--- src/hw/rtl/wav_pcm_stream_parser_macros.svh ---
// ---------------------------------------------------------------------------
// WAVE parser assertion macros
// Shared concurrent assertion forms for the WAVE PCM stream parser.
// ---------------------------------------------------------------------------
`ifndef WAV_PCM_STREAM_PARSER_MACROS_SVH
`define WAV_PCM_STREAM_PARSER_MACROS_SVH

// The consequent must hold in the same cycle as the antecedent.
`define WPP_ASSERT_SAME(label, ck, rn, ante, cons, msg) \
    label: assert property (@(posedge ck) disable iff (!rn) (ante) |-> (cons)) \
        else $error(msg);

// The consequent must hold in the cycle after the antecedent.
`define WPP_ASSERT_NEXT(label, ck, rn, ante, cons, msg) \
    label: assert property (@(posedge ck) disable iff (!rn) (ante) |=> (cons)) \
        else $error(msg);

`endif

--- src/hw/rtl/wpp_pkg.sv ---
// ---------------------------------------------------------------------------
// WAVE parser package
// Item types, result codes and header constants of the WAVE PCM parser.
// ---------------------------------------------------------------------------
`timescale 1ns / 1ps
`default_nettype none

package wpp_pkg;

    // One byte of the incoming file.
    typedef struct packed {
        logic [7:0] file_byte;
        logic       end_of_file;
    } byte_item_t;

    // One result of the parser.
    typedef struct packed {
        logic [1:0]         kind;
        logic signed [15:0] sample_value;
        logic               channel_index;
        logic [1:0]         channel_count;
        logic [31:0]        rate_hz;
        logic [4:0]         bits_per_sample;
        logic [31:0]        frame_count;
        logic [2:0]         error_code;
        logic               last;
    } result_t;

    // Write strobes from the front end into the result queue.
    typedef struct packed {
        logic first;
        logic second;
    } push_t;

    // Queue status seen by the front end and the output stage.
    typedef struct packed {
        logic not_empty;
        logic room;
    } q_status_t;

    localparam logic [1:0] KIND_FORMAT = 2'd0;
    localparam logic [1:0] KIND_SAMPLE = 2'd1;
    localparam logic [1:0] KIND_DONE   = 2'd2;
    localparam logic [1:0] KIND_ERROR  = 2'd3;

    localparam logic [2:0] ERR_TAGS      = 3'd0;
    localparam logic [2:0] ERR_FORMAT    = 3'd1;
    localparam logic [2:0] ERR_SHORT     = 3'd2;
    localparam logic [2:0] ERR_NO_DATA   = 3'd3;
    localparam logic [2:0] ERR_TRUNCATED = 3'd4;

    localparam logic [31:0] TAG_RIFF = 32'h5249_4646;
    localparam logic [31:0] TAG_WAVE = 32'h5741_5645;
    localparam logic [31:0] TAG_DATA = 32'h6461_7461;

    localparam int         HEADER_BYTES = 44;
    localparam int         POS_W        = $clog2(HEADER_BYTES);
    localparam logic [7:0] PCM_BIAS     = 8'd128;

    function automatic result_t error_item(input logic [2:0] code);
        result_t item;
        item            = '0;
        item.kind       = KIND_ERROR;
        item.error_code = code;
        item.last       = 1'b1;
        return item;
    endfunction

    function automatic result_t info_item(
        input logic [1:0]  kind,
        input logic [15:0] sample,
        input logic        chan_idx,
        input logic [1:0]  chans,
        input logic [31:0] rate,
        input logic [4:0]  bits,
        input logic [31:0] frames,
        input logic        last
    );
        result_t item;
        item                 = '0;
        item.kind            = kind;
        item.sample_value    = $signed(sample);
        item.channel_index   = chan_idx;
        item.channel_count   = chans;
        item.rate_hz         = rate;
        item.bits_per_sample = bits;
        item.frame_count     = frames;
        item.last            = last;
        return item;
    endfunction

endpackage

`default_nettype wire

--- src/hw/rtl/wpp_stream_if.sv ---
// ---------------------------------------------------------------------------
// WAVE parser stream channel
// Valid/ready channel that carries one payload item per request.
// ---------------------------------------------------------------------------
`timescale 1ns / 1ps
`default_nettype none

interface wpp_stream_if #(
    parameter type payload_t = logic
);
    logic     valid;
    logic     ready;
    payload_t payload;

    modport source (output valid, output payload, input ready);
    modport sink (input valid, input payload, output ready);
endinterface

`default_nettype wire

--- src/hw/rtl/wpp_front.sv ---
// ---------------------------------------------------------------------------
// WAVE parser front end
// Takes file bytes, tracks the header and chunk walk, and writes results.
// ---------------------------------------------------------------------------
`timescale 1ns / 1ps
`default_nettype none

`include "wav_pcm_stream_parser_macros.svh"

module wpp_front (
    input  logic                clk,
    input  logic                rst_n,
    wpp_stream_if.sink          byte_ch,
    input  wpp_pkg::q_status_t  q_status,
    output wpp_pkg::push_t      push,
    output wpp_pkg::result_t    res_first,
    output wpp_pkg::result_t    res_second
);

    localparam int PW = wpp_pkg::POS_W;

    localparam logic [PW-1:0] P_WAVE     = PW'(8);
    localparam logic [PW-1:0] P_WALK     = PW'(12);
    localparam logic [PW-1:0] P_FMT_LO   = PW'(20);
    localparam logic [PW-1:0] P_FMT_HI   = PW'(21);
    localparam logic [PW-1:0] P_CH_LO    = PW'(22);
    localparam logic [PW-1:0] P_CH_HI    = PW'(23);
    localparam logic [PW-1:0] P_RATE     = PW'(24);
    localparam logic [PW-1:0] P_RATE_END = PW'(28);
    localparam logic [PW-1:0] P_BITS_LO  = PW'(34);
    localparam logic [PW-1:0] P_BITS_HI  = PW'(35);
    localparam logic [PW-1:0] P_HDR_LAST = PW'(wpp_pkg::HEADER_BYTES - 1);

    typedef enum logic [2:0] {
        PH_HDR,
        PH_SKIP,
        PH_DATA,
        PH_WAIT,
        PH_DONE
    } phase_t;

    phase_t           phase_reg, phase_next;
    logic [PW-1:0]    pos_reg, pos_next;
    logic [2:0]       hdr_cnt_reg, hdr_cnt_next;
    logic [31:0]      tag_reg, tag_next;
    logic [31:0]      size_reg, size_next;
    logic [31:0]      skip_reg, skip_next;
    logic [31:0]      data_left_reg, data_left_next;
    logic [31:0]      rate_reg, rate_next;
    logic [1:0]       chan_reg, chan_next;
    logic [4:0]       bits_reg, bits_next;
    logic [7:0]       hold_reg, hold_next;
    logic             cur_ch_reg, cur_ch_next;

    logic             accept;
    logic [1:0]       n_res;
    wpp_pkg::result_t res_a, res_b;

    assign byte_ch.ready = q_status.room;
    assign accept        = byte_ch.valid && byte_ch.ready;

    always_comb
    begin
        logic [7:0]       b;
        logic             eof;
        logic [PW-1:0]    p;
        phase_t           ph_mid;
        logic [15:0]      word;
        logic [1:0]       shift;
        logic [31:0]      frames;
        logic [31:0]      skip_len;
        logic [15:0]      sample;
        wpp_pkg::result_t item;

        b      = byte_ch.payload.file_byte;
        eof    = byte_ch.payload.end_of_file;
        p      = pos_reg;
        word   = {b, hold_reg};
        shift  = 2'd0;
        frames = 32'd0;
        skip_len = 32'd0;
        sample = 16'd0;
        item   = '0;

        phase_next     = phase_reg;
        hdr_cnt_next   = hdr_cnt_reg;
        tag_next       = tag_reg;
        size_next      = size_reg;
        skip_next      = skip_reg;
        data_left_next = data_left_reg;
        rate_next      = rate_reg;
        chan_next      = chan_reg;
        bits_next      = bits_reg;
        hold_next      = hold_reg;
        cur_ch_next    = cur_ch_reg;

        n_res = 2'd0;
        res_a = '0;
        res_b = '0;

        // Header fields at fixed offsets; the first fault ends the file.
        if (phase_reg != PH_DONE)
        begin
            if (p < PW'(4))
            begin
                if (b != wpp_pkg::TAG_RIFF[{~p[1:0], 3'b000} +: 8])
                begin
                    item       = wpp_pkg::error_item(wpp_pkg::ERR_TAGS);
                    phase_next = PH_DONE;
                    n_res      = 2'd1;
                    res_a      = item;
                end
            end
            else if (p >= P_WAVE && p < P_WALK)
            begin
                if (b != wpp_pkg::TAG_WAVE[{~p[1:0], 3'b000} +: 8])
                begin
                    item       = wpp_pkg::error_item(wpp_pkg::ERR_TAGS);
                    phase_next = PH_DONE;
                    n_res      = 2'd1;
                    res_a      = item;
                end
            end
            else if (p == P_FMT_LO || p == P_CH_LO || p == P_BITS_LO)
            begin
                hold_next = b;
            end
            else if (p == P_FMT_HI)
            begin
                if (word != 16'd1)
                begin
                    item       = wpp_pkg::error_item(wpp_pkg::ERR_FORMAT);
                    phase_next = PH_DONE;
                    n_res      = 2'd1;
                    res_a      = item;
                end
            end
            else if (p == P_CH_HI)
            begin
                if (word != 16'd1 && word != 16'd2)
                begin
                    item       = wpp_pkg::error_item(wpp_pkg::ERR_FORMAT);
                    phase_next = PH_DONE;
                    n_res      = 2'd1;
                    res_a      = item;
                end
                else
                begin
                    chan_next = word[1:0];
                end
            end
            else if (p >= P_RATE && p < P_RATE_END)
            begin
                rate_next[{p[1:0], 3'b000} +: 8] = b;
            end
            else if (p == P_BITS_HI)
            begin
                if (word != 16'd8 && word != 16'd16)
                begin
                    item       = wpp_pkg::error_item(wpp_pkg::ERR_FORMAT);
                    phase_next = PH_DONE;
                    n_res      = 2'd1;
                    res_a      = item;
                end
                else
                begin
                    bits_next = word[4:0];
                end
            end
        end

        ph_mid = phase_next;

        if (ph_mid == PH_HDR && p >= P_WALK)
        begin
            // Chunk header: four tag bytes, then a little-endian size.
            if (hdr_cnt_reg < 3'd4)
            begin
                tag_next = {tag_reg[23:0], b};
            end
            else
            begin
                size_next[{hdr_cnt_reg[1:0], 3'b000} +: 8] = b;
            end
            hdr_cnt_next = hdr_cnt_reg + 3'd1;
            if (hdr_cnt_reg == 3'd7)
            begin
                hdr_cnt_next = 3'd0;
                if (tag_next == wpp_pkg::TAG_DATA)
                begin
                    if (p < P_BITS_HI)
                    begin
                        item       = wpp_pkg::error_item(wpp_pkg::ERR_SHORT);
                        phase_next = PH_DONE;
                        res_a      = item;
                        n_res      = 2'd1;
                    end
                    else
                    begin
                        // Frame size is 1, 2 or 4 bytes, so the frame count is a shift.
                        shift  = {1'b0, chan_next == 2'd2} + {1'b0, bits_next == 5'd16};
                        frames = size_next >> shift;
                        if (frames == 32'd0)
                        begin
                            item       = wpp_pkg::error_item(wpp_pkg::ERR_NO_DATA);
                            phase_next = PH_DONE;
                        end
                        else
                        begin
                            item = wpp_pkg::info_item(wpp_pkg::KIND_FORMAT, 16'd0, 1'b0,
                                                      chan_next, rate_next, bits_next,
                                                      frames, 1'b0);
                            data_left_next = frames << shift;
                            cur_ch_next    = 1'b0;
                            phase_next     = PH_DATA;
                        end
                        res_a = item;
                        n_res = 2'd1;
                    end
                end
                else
                begin
                    skip_len   = (size_next + 32'd1) & ~32'd1;
                    skip_next  = skip_len;
                    phase_next = (skip_len != 32'd0) ? PH_SKIP : PH_HDR;
                end
                tag_next  = 32'd0;
                size_next = 32'd0;
            end
        end
        else if (ph_mid == PH_SKIP)
        begin
            skip_next = skip_reg - 32'd1;
            if (skip_reg == 32'd1)
            begin
                phase_next = PH_HDR;
            end
        end
        else if (ph_mid == PH_DATA)
        begin
            data_left_next = data_left_reg - 32'd1;
            if (bits_reg == 5'd8 || data_left_reg[0])
            begin
                sample = (bits_reg == 5'd8) ? {b ^ wpp_pkg::PCM_BIAS, 8'd0} : word;
                item   = wpp_pkg::info_item(wpp_pkg::KIND_SAMPLE, sample, cur_ch_reg,
                                            chan_next, rate_next, bits_next,
                                            32'd0, 1'b0);
                res_a  = item;
                n_res  = 2'd1;
                cur_ch_next = (chan_reg == 2'd2) ? ~cur_ch_reg : 1'b0;
            end
            else
            begin
                hold_next = b;
            end
            if (data_left_reg == 32'd1)
            begin
                phase_next = PH_WAIT;
            end
        end

        // Done waits until the whole 44-byte header span has gone by.
        if (phase_next == PH_WAIT && p >= P_HDR_LAST)
        begin
            item = wpp_pkg::info_item(wpp_pkg::KIND_DONE, 16'd0, 1'b0, chan_next,
                                      rate_next, bits_next, 32'd0, 1'b1);
            if (n_res == 2'd0)
            begin
                res_a = item;
            end
            else
            begin
                res_b = item;
            end
            n_res      = n_res + 2'd1;
            phase_next = PH_DONE;
        end

        if (eof && phase_next != PH_DONE)
        begin
            if (p < P_HDR_LAST)
            begin
                item = wpp_pkg::error_item(wpp_pkg::ERR_SHORT);
            end
            else if (phase_next == PH_DATA)
            begin
                item = wpp_pkg::error_item(wpp_pkg::ERR_TRUNCATED);
            end
            else
            begin
                item = wpp_pkg::error_item(wpp_pkg::ERR_NO_DATA);
            end
            if (n_res == 2'd0)
            begin
                res_a = item;
            end
            else
            begin
                res_b = item;
            end
            n_res      = n_res + 2'd1;
            phase_next = PH_DONE;
        end

        pos_next = (pos_reg == '1) ? pos_reg : pos_reg + PW'(1);

        // The byte after an end of file starts a new file.
        if (eof)
        begin
            phase_next     = PH_HDR;
            pos_next       = '0;
            hdr_cnt_next   = 3'd0;
            tag_next       = 32'd0;
            size_next      = 32'd0;
            skip_next      = 32'd0;
            data_left_next = 32'd0;
            rate_next      = 32'd0;
            chan_next      = 2'd0;
            bits_next      = 5'd0;
            hold_next      = 8'd0;
            cur_ch_next    = 1'b0;
        end
    end

    assign push.first  = accept && (n_res != 2'd0);
    assign push.second = accept && (n_res == 2'd2);
    assign res_first   = res_a;
    assign res_second  = res_b;

    always_ff @(posedge clk or negedge rst_n)
    begin
        if (!rst_n)
        begin
            phase_reg     <= PH_HDR;
            pos_reg       <= '0;
            hdr_cnt_reg   <= 3'd0;
            tag_reg       <= 32'd0;
            size_reg      <= 32'd0;
            skip_reg      <= 32'd0;
            data_left_reg <= 32'd0;
            rate_reg      <= 32'd0;
            chan_reg      <= 2'd0;
            bits_reg      <= 5'd0;
            hold_reg      <= 8'd0;
            cur_ch_reg    <= 1'b0;
        end
        else if (accept)
        begin
            phase_reg     <= phase_next;
            pos_reg       <= pos_next;
            hdr_cnt_reg   <= hdr_cnt_next;
            tag_reg       <= tag_next;
            size_reg      <= size_next;
            skip_reg      <= skip_next;
            data_left_reg <= data_left_next;
            rate_reg      <= rate_next;
            chan_reg      <= chan_next;
            bits_reg      <= bits_next;
            hold_reg      <= hold_next;
            cur_ch_reg    <= cur_ch_next;
        end
    end

    `WPP_ASSERT_NEXT(a_eof_restarts, clk, rst_n, accept && byte_ch.payload.end_of_file, pos_reg == '0 && phase_reg == PH_HDR, "end of file did not restart the parser")
    `WPP_ASSERT_SAME(a_second_needs_first, clk, rst_n, push.second, push.first, "second result written without a first")
    `WPP_ASSERT_SAME(a_finished_silent, clk, rst_n, accept && phase_reg == PH_DONE, !push.first, "result produced after the file finished")

endmodule

`default_nettype wire

--- src/hw/rtl/wpp_queue.sv ---
// ---------------------------------------------------------------------------
// WAVE parser result queue
// Small FIFO that takes up to two results a cycle and gives one.
// ---------------------------------------------------------------------------
`timescale 1ns / 1ps
`default_nettype none

`include "wav_pcm_stream_parser_macros.svh"

module wpp_queue #(
    parameter int DEPTH = 4
) (
    input  logic                clk,
    input  logic                rst_n,
    input  wpp_pkg::push_t      push,
    input  wpp_pkg::result_t    wr_first,
    input  wpp_pkg::result_t    wr_second,
    input  logic                pop,
    output wpp_pkg::q_status_t  status,
    output wpp_pkg::result_t    head
);

    localparam int PTR_W = (DEPTH > 1) ? $clog2(DEPTH) : 1;
    localparam int CNT_W = $clog2(DEPTH + 1);

    wpp_pkg::result_t store_reg [DEPTH];
    logic [PTR_W-1:0] wr_ptr_reg, wr_ptr_next;
    logic [PTR_W-1:0] rd_ptr_reg, rd_ptr_next;
    logic [CNT_W-1:0] count_reg, count_next;
    logic [PTR_W-1:0] wr_alt;

    function automatic logic [PTR_W-1:0] step(input logic [PTR_W-1:0] ptr);
        return (ptr == PTR_W'(DEPTH - 1)) ? '0 : ptr + PTR_W'(1);
    endfunction

    assign wr_alt = step(wr_ptr_reg);

    always_comb
    begin
        wr_ptr_next = wr_ptr_reg;
        if (push.second)
        begin
            wr_ptr_next = step(wr_alt);
        end
        else if (push.first)
        begin
            wr_ptr_next = wr_alt;
        end
        rd_ptr_next = pop ? step(rd_ptr_reg) : rd_ptr_reg;
        count_next  = count_reg + CNT_W'(push.first) + CNT_W'(push.second) - CNT_W'(pop);
    end

    always_ff @(posedge clk or negedge rst_n)
    begin
        if (!rst_n)
        begin
            wr_ptr_reg <= '0;
            rd_ptr_reg <= '0;
            count_reg  <= '0;
        end
        else
        begin
            wr_ptr_reg <= wr_ptr_next;
            rd_ptr_reg <= rd_ptr_next;
            count_reg  <= count_next;
        end
    end

    always_ff @(posedge clk)
    begin
        if (push.first)
        begin
            store_reg[wr_ptr_reg] <= wr_first;
        end
        if (push.second)
        begin
            store_reg[wr_alt] <= wr_second;
        end
    end

    assign status.not_empty = (count_reg != '0);
    assign status.room      = (count_reg <= CNT_W'(DEPTH - 2));
    assign head             = store_reg[rd_ptr_reg];

    `WPP_ASSERT_SAME(a_count_bounded, clk, rst_n, 1'b1, count_reg <= CNT_W'(DEPTH), "result queue overfilled")
    `WPP_ASSERT_SAME(a_no_pop_empty, clk, rst_n, pop, count_reg != '0, "result queue read while empty")

endmodule

`default_nettype wire

--- src/hw/rtl/wpp_back.sv ---
// ---------------------------------------------------------------------------
// WAVE parser output stage
// Registered output that drains the result queue onto the result channel.
// ---------------------------------------------------------------------------
`timescale 1ns / 1ps
`default_nettype none

module wpp_back (
    input  logic                clk,
    input  logic                rst_n,
    input  wpp_pkg::q_status_t  q_status,
    input  wpp_pkg::result_t    head,
    output logic                pop,
    wpp_stream_if.source        result_ch
);

    logic             valid_reg, valid_next;
    wpp_pkg::result_t item_reg;

    // Load from a non-empty queue when the register is empty or being taken.
    assign pop        = q_status.not_empty && (!valid_reg || result_ch.ready);
    assign valid_next = pop || (valid_reg && !result_ch.ready);

    always_ff @(posedge clk or negedge rst_n)
    begin
        if (!rst_n)
        begin
            valid_reg <= 1'b0;
        end
        else
        begin
            valid_reg <= valid_next;
        end
    end

    always_ff @(posedge clk)
    begin
        if (pop)
        begin
            item_reg <= head;
        end
    end

    assign result_ch.valid   = valid_reg;
    assign result_ch.payload = item_reg;

endmodule

`default_nettype wire

--- src/hw/rtl/wav_pcm_stream_parser.sv ---
// ---------------------------------------------------------------------------
// WAVE PCM stream parser
// Parses a RIFF/WAVE file byte by byte and emits format, sample and status
// results.
// ---------------------------------------------------------------------------
//
//   Channel         Direction  Payload            One request carries
//   file_stream     sink       byte_item_t        one file byte and its end mark
//   result_stream   source     result_t           one format, sample, done or
//                                                 error result
//
// One byte is taken per cycle when the result queue has room for two results.
// A result goes into the queue as its byte is taken, then through the output
// register onto result_stream. A byte that causes two results slows only the
// output side; the queue absorbs the second one while bytes keep arriving.
// Reset clears the parser state, the queue and the output register at once.
// A stall on result_stream fills the queue; file_stream then stalls until
// there is room for two results again.
//
// ---------------------------------------------------------------------------
`timescale 1ns / 1ps
`default_nettype none

module wav_pcm_stream_parser #(
    parameter int QUEUE_DEPTH = 4
) (
    input  logic          clk,
    input  logic          rst_n,
    wpp_stream_if.sink    file_stream,
    wpp_stream_if.source  result_stream
);

    // Front end to queue: write strobes and the two result slots.
    wpp_pkg::push_t     push;
    wpp_pkg::result_t   res_first;
    wpp_pkg::result_t   res_second;

    // Queue to front end and output stage.
    wpp_pkg::q_status_t q_status;
    wpp_pkg::result_t   head;
    logic               pop;

    // The front end walks the header and chunk list and turns every byte into
    // zero, one or two results; it only takes a byte when both can be queued.
    wpp_front u_front (
        .clk        (clk),
        .rst_n      (rst_n),
        .byte_ch    (file_stream),
        .q_status   (q_status),
        .push       (push),
        .res_first  (res_first),
        .res_second (res_second)
    );

    // The queue lets the front end run on while the output side is stalled.
    wpp_queue #(
        .DEPTH (QUEUE_DEPTH)
    ) u_queue (
        .clk       (clk),
        .rst_n     (rst_n),
        .push      (push),
        .wr_first  (res_first),
        .wr_second (res_second),
        .pop       (pop),
        .status    (q_status),
        .head      (head)
    );

    // The output stage holds one result in a register for the consumer.
    wpp_back u_back (
        .clk       (clk),
        .rst_n     (rst_n),
        .q_status  (q_status),
        .head      (head),
        .pop       (pop),
        .result_ch (result_stream)
    );

endmodule

`default_nettype wire

--- src/flat_wrapper.sv ---
// flat-port wrapper written by rule: the top's interface ports become plain ports
module wav_pcm_stream_parser_flat import wpp_pkg::*;
#(
    parameter int QUEUE_DEPTH = 4
)
  (clk, rst_n, file_stream_valid, file_stream_payload, file_stream_ready, result_stream_valid, result_stream_payload, result_stream_ready);
  wpp_stream_if #(.payload_t(byte_item_t)) file_stream_i ();
  wpp_stream_if #(.payload_t(result_t)) result_stream_i ();
  input  logic clk;
  input  logic rst_n;
  input wire logic [$bits(file_stream_i.valid)-1:0] file_stream_valid;
  input wire logic [$bits(file_stream_i.payload)-1:0] file_stream_payload;
  output wire logic [$bits(file_stream_i.ready)-1:0] file_stream_ready;
  output wire logic [$bits(result_stream_i.valid)-1:0] result_stream_valid;
  output wire logic [$bits(result_stream_i.payload)-1:0] result_stream_payload;
  input wire logic [$bits(result_stream_i.ready)-1:0] result_stream_ready;
  assign file_stream_i.valid = file_stream_valid;
  assign file_stream_i.payload = file_stream_payload;
  assign file_stream_ready = file_stream_i.ready;
  assign result_stream_valid = result_stream_i.valid;
  assign result_stream_payload = result_stream_i.payload;
  assign result_stream_i.ready = result_stream_ready;
  wav_pcm_stream_parser #(.QUEUE_DEPTH(QUEUE_DEPTH)) u_core (.clk(clk), .rst_n(rst_n), .file_stream(file_stream_i), .result_stream(result_stream_i));
endmodule
--- config.mk ---
export PLATFORM = sky130hd
export DESIGN_NAME = wav_pcm_stream_parser_flat
export DESIGN_NICKNAME = d
export VERILOG_FILES = /design/src/hw/rtl/wpp_pkg.sv /design/src/hw/rtl/wpp_stream_if.sv /design/src/hw/rtl/wpp_front.sv /design/src/hw/rtl/wpp_queue.sv /design/src/hw/rtl/wpp_back.sv /design/src/hw/rtl/wav_pcm_stream_parser.sv /design/src/flat_wrapper.sv
export VERILOG_INCLUDE_DIRS = /design/src /design/src/hw/rtl
export SDC_FILE = /design/constraint.sdc
export NUM_CORES = 1
export LEC_CHECK = 0
export ABC_AREA = 1
export BUFFER_PORTS_ARGS = -buffer_cell sky130_fd_sc_hd__buf_2
export CORE_ASPECT_RATIO = 0.5
export CORE_UTILIZATION = 42
export DETAILED_ROUTE_END_ITERATION = 7
export MAX_ROUTING_LAYER = met4
export PLACE_DENSITY = 0.62
export SKIP_CTS_REPAIR_TIMING = 1
export SYNTH_ARGS = -nofsm -noshare
export SYNTH_HDL_FRONTEND = slang
export SYNTH_SLANG_ARGS = --single-unit
--- constraint.sdc ---
create_clock -name clk -period 9.44 [get_ports clk]
set_input_delay 1.888 -clock clk [delete_from_list [all_inputs] [get_ports clk]]
set_output_delay 1.888 -clock clk [all_outputs]
set_load 0.03 [all_outputs]
==> Word-level counts from Yosys, hierarchy flattened <==
Memory sizes are Yosys's and may differ from the RTL's. A register that Yosys moved wholly into a read port is not among the register bits.
Cells that the tools add are included.
{ "totals": {"mem_count": 1, "elab_cells": 292, "romBits": 0, "out_inout_bits": 96, "inputBits": 13, "ff_bits": 196, "latchBits": 0, "ramBits": 376} }
{ "classes": {"bitwise_logic": 3, "n_lt_le_gt_ge": 11, "multipliers": 0, "add_sub_neg": 16, "div_mod_pow": 0, "n_reduce_logical": 36, "n_eq_ne": 38, "shifts": 8, "mux": 163} }
{ "mem_list": {"columns": ["name", "words", "word_bits", "rd", "rd_clocked_by_memory_dff", "wr", "line", "text"], "rows": [
  ["u_core.u_queue.store_reg", 4, 94, 1, 1, 2, "wpp_queue.sv:26", "wpp_pkg::result_t store_reg [DEPTH];"]
]} }
{ "op_table": {"columns": ["operator", "n"], "rows": [
  ["$mux 94", 29],
  ["$mux 32", 31],
  ["$mux 3", 28],
  ["$mux 8", 9],
  ["$bwmux 32", 2],
  ["$eq 32x1->1 const B", 2],
  ["$shift 8x7->32 const A", 2],
  ["$shiftx 32x6->8 const A", 2],
  ["$shiftx 8x7->32", 2],
  ["$sub 32x1->32 const B", 2],
  ["$mux 2", 27],
  ["$mux 5", 10],
  ["$add 32x1->32 const B", 1],
  ["$eq 32x31->1 const B", 1],
  ["$logic_not 32->1", 1],
  ["$reduce_bool 32->1", 1],
  ["$shl 32x2->32", 1],
  ["$shr 32x2->32", 1],
  ["$eq 6x5->1 const B", 4],
  ["$mux 1", 22],
  ["$eq 6x6->1 const B", 3],
  ["$ne 3x3->1 const B", 6],
  ["$mux 16", 1],
  ["$ne 16x1->1 const B", 1],
  ["other kinds (43)", 86]
]} }

==> Longest topological paths before layout <==
Gate-level depths: netlist of run 1.
{ "depth": {"ltp_word": 32, "depth_mapped": 38, "depth_no_buf": 38} }

==> Modules after synthesis <==
A second synthesis of run 1 with hierarchy kept.
{ "hier_totals": {"cells_unflattened": 4330, "area_unflattened_um2": 36710.2} }
{ "modules_own_cells": {"columns": ["module", "area_per_inst_um2", "instances", "cells_each"], "rows": [
  ["wpp_queue", 18520.3, 1, 1894],
  ["wpp_front", 15318.4, 1, 2336],
  ["wpp_back", 2871.5, 1, 100]
]} }

==> Worst setup path before layout of run 1 <==
Ideal clock, no wire load.
{ "synth_path": {"kind": "in2reg", "from": "input result_stream_ready", "to": "register u_core.u_queue.count_reg[2]", "t_required_ps": 9317, "slack_ps": 1096, "arrival_time_ps": 8221, "setup_time_ps": 123, "stages": 7, "path_cell_list": "inv_1 -> a21oi_1 -> ha_1 -> inv_1 -> fa_1 -> fa_1 -> xnor2_1"} }
{ "synth_between": {"elab_chain_len": 3} }
{ "synth_lines": {"columns": ["item", "line", "text"], "rows": [
  ["start: declaration", "flat_wrapper.sv:16", "input wire logic [$bits(result_stream_i.ready)-1:0] result_stream_ready;"],
  ["$logic_or 1x1->1", "wpp_back.sv:21", "assign pop = q_status.not_empty && (!valid_reg || result_ch.ready);"],
  ["$logic_and 1x1->1", "wpp_back.sv:21", null],
  ["net u_core.pop", "wav_pcm_stream_parser.sv:41", "logic pop;"],
  ["$sub 3x1->3", "wpp_queue.sv:50", "count_next = count_reg + CNT_W'(push.first) + CNT_W'(push.second) - CNT_W'(pop);"],
  ["net u_core.u_queue.count_next[2]", "wpp_queue.sv:29", "logic [CNT_W-1:0] count_reg, count_next;"],
  ["end signal: assignment", "wpp_queue.sv:65", "count_reg <= count_next;"],
  ["end: declaration", "wpp_queue.sv:29", null]
]} }
The timed path passes the listed nets, and every way through them passes these cells.
A chain may end at the register's enable or synchronous reset.

==> flow_summary.ini, run 1 <==
[route]
vias = 32700
first_pass_iters = 8
detail-route-antenna-nets = 0
wl_per_cell_um = 21.0
drtIter0Drc = 4138
route.detailed.drc = 8
routed_via_density = 5.81
finalWirelength_mm = 118

[sta]
rsz0062_at_grt = no
setup_viol = 0
final.min_clock_period_ps = 7410
tns_ps = 0
fmax_ghz = 0.135
clock_skew_ps = 29.0
fin_crit_sh = 0.785
slew_viol_final = 0
worst_pin_slew_ps = 1140
relSlewSlack = 0.243
hold_violations = 0

[floorplanning]
start_util = 0.426
die_w_um = 410
dieHeight_um = 206
coreArea_mm2 = 0.0820
dieArea_mm2 = 0.0845
io_pins = 109
num_rows = 74

[worst_setup_path]
cp-start-kind = primary input
reg2reg_from = u_core.u_front.pos_reg[0]$_DFFE_PN0P_
r2r_end = u_core.u_queue.store_reg[2][56]$_DFFE_PP_
worst_ep_required_time_ps = 9980
slowest_stage = a21oi_4
path_common_cell = nand2_1
crit_type = primary input to flop
crit_arrival_ps = 7950
cp-startpoint = file_stream_payload[8]
cp-end-kind = flop
reg2reg_slack_ps = 2090
crit_fanout = 27
rr_worst_depth = 33
max_stage_delay_ps = 850

[clock_tree]
cts_root_buf = clkbuf_16
clk_latency_ps = 680
cts_made_buffers = 67
path_clk_slew_ps = 70
htreeDepth = 3
cts_tree = done
clkSinkCount = 661
clock_path_buffers = 3

[final_layout]
drive_above_1_share = 0.0763
nFillCells = 7974
area_growth_pct = 10.0
largest_reg_flops = 372
fin_area_mm2 = 0.0385
layout_commonest_cell = nand2_1
nets = 4515
post-route-util = 0.469
layout_common_cells = nand2_1, nand3_1, nor2_1, o21ai_0, inv_1
diodes = 0

[pwr]
max-vdd-ir-drop_uv = 155
power_density_mw_per_mm2 = 326
p_leak_nw = 16.3

[synthesis]
ys_types = 50
synth_nets = 4569
synth_area_mm2 = 0.0350
yosysSeqAreaShare = 0.484
synth_seq_cells = 661
synth_cells = 4523
avgSynthCellArea_um2 = 7.73
synth_ff_type = edfxtp_1
synth_edf_count = 269
synth_warnings = 0
ys_async_sr_fraction = 0.297

[min_path]
holdPathStages = 2
hold_end = u_core.u_queue.store_reg[2][9]$_SDFFE_PP0N_
hp-start = u_core.u_queue.store_reg[2][9]$_SDFFE_PP0N_
hp-class = flop to flop

[place]
postPlaceCellArea_mm2 = 0.0362
io_buffer_count = 108
routabilityCongestion = 0.971
place_hpwl_mm = 73.9

[global_route]
antenna_found_initial = 0
grt_max_degree = 125
grt_pass1_vias = 29900
grt_pass1_wl_mm = 180
grt_util_all_layers = 0.283
overflow = 0

[status]
outcome = complete, but fails checks
violations = DRC

[flow_run]
drv_cap = 0
-- synth_stat cells, drive strengths merged, types with 84 or more instances --
master	number	area [um2]
dfxtp	196	3920
nand3	771	3920
xor2	84	736
nor2	522	2050
o22ai	192	1200
inv	307	1150
dfrtp	196	4900
nand2	1050	3990
buf	133	688
o21ai	395	1980
clkbuf	164	616
edfxtp	269	8080
-- power by group --
part	internal (mW)	leakage, nW	switching (mW)
logic	1.47	8.47	4.14
registers	3.77	6.76	0.379
clock network	1.55	1.10	1.24
-- metal layers --
metal,GRT usage,wire length [um]
met3,0.0468,10500
met4,0.0813,2910
met5,-,0
met1,0.400,53000
met2,0.416,51500
-- through the flow --
step,hold slack (ps),worst slack [ps],power (mW),instances
after floorplan,445,1100,7.90,4523
after global placement,456,1590,9.67,5502
after detailed placement,458,1490,9.72,5502
after CTS,470,2190,12.5,5625
after global routing,482,1590,13.3,5625
final,470,2030,12.5,5625
-- kinds of logic after synthesis --
family,synth area share
buffers and inverters,0.0709
flip-flops,0.484
AND/OR/NAND/NOR,0.303
adder cells (fa/ha/maj),0.0122
XOR/XNOR,0.0223
AO/OA/AOI/OAI,0.108
-- worst max-delay path by stage --
stage / endpoint / cells past startpoint / slack (ps)
after floorplan: u_core.u_queue.count_reg[2]$_DFF_PN0_ / 7 / 1100
after CTS: u_core.u_queue.store_reg[1][45]$_DFFE_PP_ / 31 / 2190
after detailed placement: u_core.u_queue.store_reg[1][55]$_DFFE_PP_ / 31 / 1490
after global placement: u_core.u_queue.store_reg[1][55]$_DFFE_PP_ / 33 / 1590
after global routing: u_core.u_queue.store_reg[1][58]$_DFFE_PP_ / 32 / 1590
final: u_core.u_queue.store_reg[2][56]$_DFFE_PP_ / 33 / 2030
-- final cells by class --
cell class | count | area [um2] | share of cell area
tap | 1102 | 1380 | 0.0358
clock buffer | 90 | 1860 | 0.0485
sequential | 661 | 16900 | 0.440
clock inverter | 33 | 378 | 0.00982
timing repair buffer | 174 | 1070 | 0.0278
inverter | 313 | 1180 | 0.0306
multi-input combinational | 3252 | 15700 | 0.408
-- critical path, delay by kind of cell --
kind	cells	cell delay [ps]
AO/OA/AOI/OAI	2	1200
adder cells (fa/ha/maj)	1	330
buffers and inverters	5	860
AND/OR/NAND/NOR	25	3630
(Power assumes the default switching activity.)
==> run 2, diff against run 1 <==
clock period = 7.75 ns   (was 9.44 ns; I/O delays follow)
==> run 2 against run 1 <==
The flow still finishes with violations (DRC); first-iteration DRC count increased by 4.5%; final cell count grew 0.41%; global-route usage up 0.21 points; die area unchanged; sequential cell count unchanged; total power is 24% higher; clock skew is 6.6 ps higher; setup slack got worse by 1100 ps; utilization grew 0.68 points.
==> flow_summary.ini, run 2 (synthesized netlist as in run 1, its figures left out) <==
[final_layout]
layout_common_cells = nand2_1, nand3_1, nor2_1, o21ai_0, inv_1
largest_reg_flops = 372
drive_above_1_share = 0.0827
nFillCells = 7957
nets = 4539
layout_commonest_cell = nand2_1
area_growth_pct = 11.6

[min_path]
holdPathStages = 2
hold_end = u_core.u_queue.store_reg[1][31]$_SDFFE_PP0N_
hp-start = u_core.u_queue.store_reg[1][31]$_SDFFE_PP0N_
hp-class = flop to flop

[worst_setup_path]
max_stage_delay_ps = 610
cp-end-kind = flop
r2r_end = u_core.u_queue.count_reg[2]$_DFF_PN0_
slowest_stage = dfrtp_1
cp-start-kind = flop
path_common_cell = nand2_1
crit_type = flop to flop
worst_ep_required_time_ps = 8300
reg2reg_from = u_core.u_front.hdr_cnt_reg[0]$_DFFE_PN0P_
rr_worst_depth = 28
reg2reg_slack_ps = 940
crit_arrival_ps = 7360
crit_fanout = 16

[pwr]
combPwrFrac = 0.445
p_leak_nw = 16.6
clkPwrFrac = 0.228
p_sw_frac = 0.452
p_int_mw = 8.51
p_switching_mw = 7.01
power_mw = 15.5
max-vdd-ir-drop_uv = 230
power_density_mw_per_mm2 = 398
p_seq_frac = 0.327

[floorplanning]
dieArea_mm2 = 0.0845
dieHeight_um = 206
start_util = 0.426
io_pins = 109
num_rows = 74
die_w_um = 410
coreArea_mm2 = 0.0820

[status]
outcome = complete, but fails checks
violations = DRC

[clock_tree]
cts_tree = done
clock_path_buffers = 3
cts_root_buf = clkbuf_16
path_clk_slew_ps = 60
clkSinkCount = 661
htreeDepth = 3
clk_latency_ps = 670
cts_made_buffers = 66

[sta]
worst_pin_slew_ps = 1130
fmax_ghz = 0.147
final.min_clock_period_ps = 6810
rsz0062_at_grt = no
tns_ps = 0
slew_viol_final = 0
clock_skew_ps = 35.6
hold_violations = 0
relSlewSlack = 0.241
setup_viol = 0
fin_crit_sh = 0.879

[route]
finalWirelength_mm = 120
drtIter0Drc = 4323
detail-route-antenna-nets = 0
wl_per_cell_um = 21.2
first_pass_iters = 8
route.detailed.drc = 6
routed_via_density = 5.81
vias = 32800

[global_route]
grt_max_degree = 99
grt_util_all_layers = 0.285
antenna_found_initial = 1
grt_pass1_vias = 30100
overflow = 0
grt_pass1_wl_mm = 181

[place]
place_hpwl_mm = 73.1
routabilityCongestion = 0.980
io_buffer_count = 108

[flow_run]
drv_cap = 0
## run 2: worst max path at each step
stage | start | endpoint | depth (start not counted)
5_1_grt | u_core.u_front.hdr_cnt_reg[0]$_DFFE_PN0P_ | u_core.u_queue.count_reg[2]$_DFF_PN0_ | 31
3_3_place_gp | file_stream_payload[6] | u_core.u_queue.count_reg[2]$_DFF_PN0_ | 35
6_report | u_core.u_front.hdr_cnt_reg[0]$_DFFE_PN0P_ | u_core.u_queue.count_reg[2]$_DFF_PN0_ | 28
3_5_place_dp | file_stream_payload[6] | u_core.u_queue.count_reg[2]$_DFF_PN0_ | 32
4_1_cts | u_core.u_front.hdr_cnt_reg[0]$_DFFE_PN0P_ | u_core.u_queue.count_reg[2]$_DFF_PN0_ | 28
2_1_floorplan | file_stream_payload[8] | u_core.u_queue.store_reg[0][0]$_DFFE_PP_ | 33
## run 2: cell type report
cell class	instances	area, um2	share of cell area
clock buffer	85	1920	0.0492
timing repair buffer	199	1520	0.0389
sequential	661	16900	0.433
antenna	1	2.50	0.0000641
multi-input combinational	3252	15700	0.402
tap	1102	1380	0.0353
clock inverter	35	429	0.0110
inverter	313	1180	0.0302
## run 2: power by group through the flow
stage	Sequential, mW	Combinational [mW]	Clock (mW)
after floorplan	5.49	4.12	0
after detailed placement	5.14	6.78	0
after CTS	5.07	6.81	3.58
final	5.08	6.91	3.53
after global routing	5.15	7.48	3.71
after global placement	5.12	6.75	0
## run 2: metrics by stage
| step | cells | setup WS [ps] | cell area (um2) | hold slack (ps) | utilization |
|---|---|---|---|---|---|
| 6_report | 5648 | 938 | 39000 | 470 | 0.476 |
| 4_1_cts | 5647 | 1030 | 39000 | 470 | 0.476 |
| 3_5_place_dp | 5527 | 363 | 36700 | 458 | 0.447 |
| 3_3_place_gp | 5527 | 608 | 36700 | 457 | 0.447 |
| 5_1_grt | 5648 | 367 | 39000 | 481 | 0.476 |
| 2_1_floorplan | 4523 | 1180 | 35000 | 445 | - |
## run 2: critical path, delay by kind of cell, from the launching register on
| kind | cells | cell delay (ps) |
|---|---|---|
| xor gates and xnor gates | 2 | 480 |
| and+or+nand+nor | 15 | 2430 |
| adders and majority gates | 5 | 1760 |
| AOI/OAI and AO/OA | 2 | 680 |
| buffers and inverters | 4 | 760 |
| DFF | 1 | 610 |
## run 2: layer usage
metal  global-route usage  share of wire
met1                0.387           0.44
met2                0.438           0.45
met3               0.0432          0.087
met4               0.0902          0.029
met5                    -              0
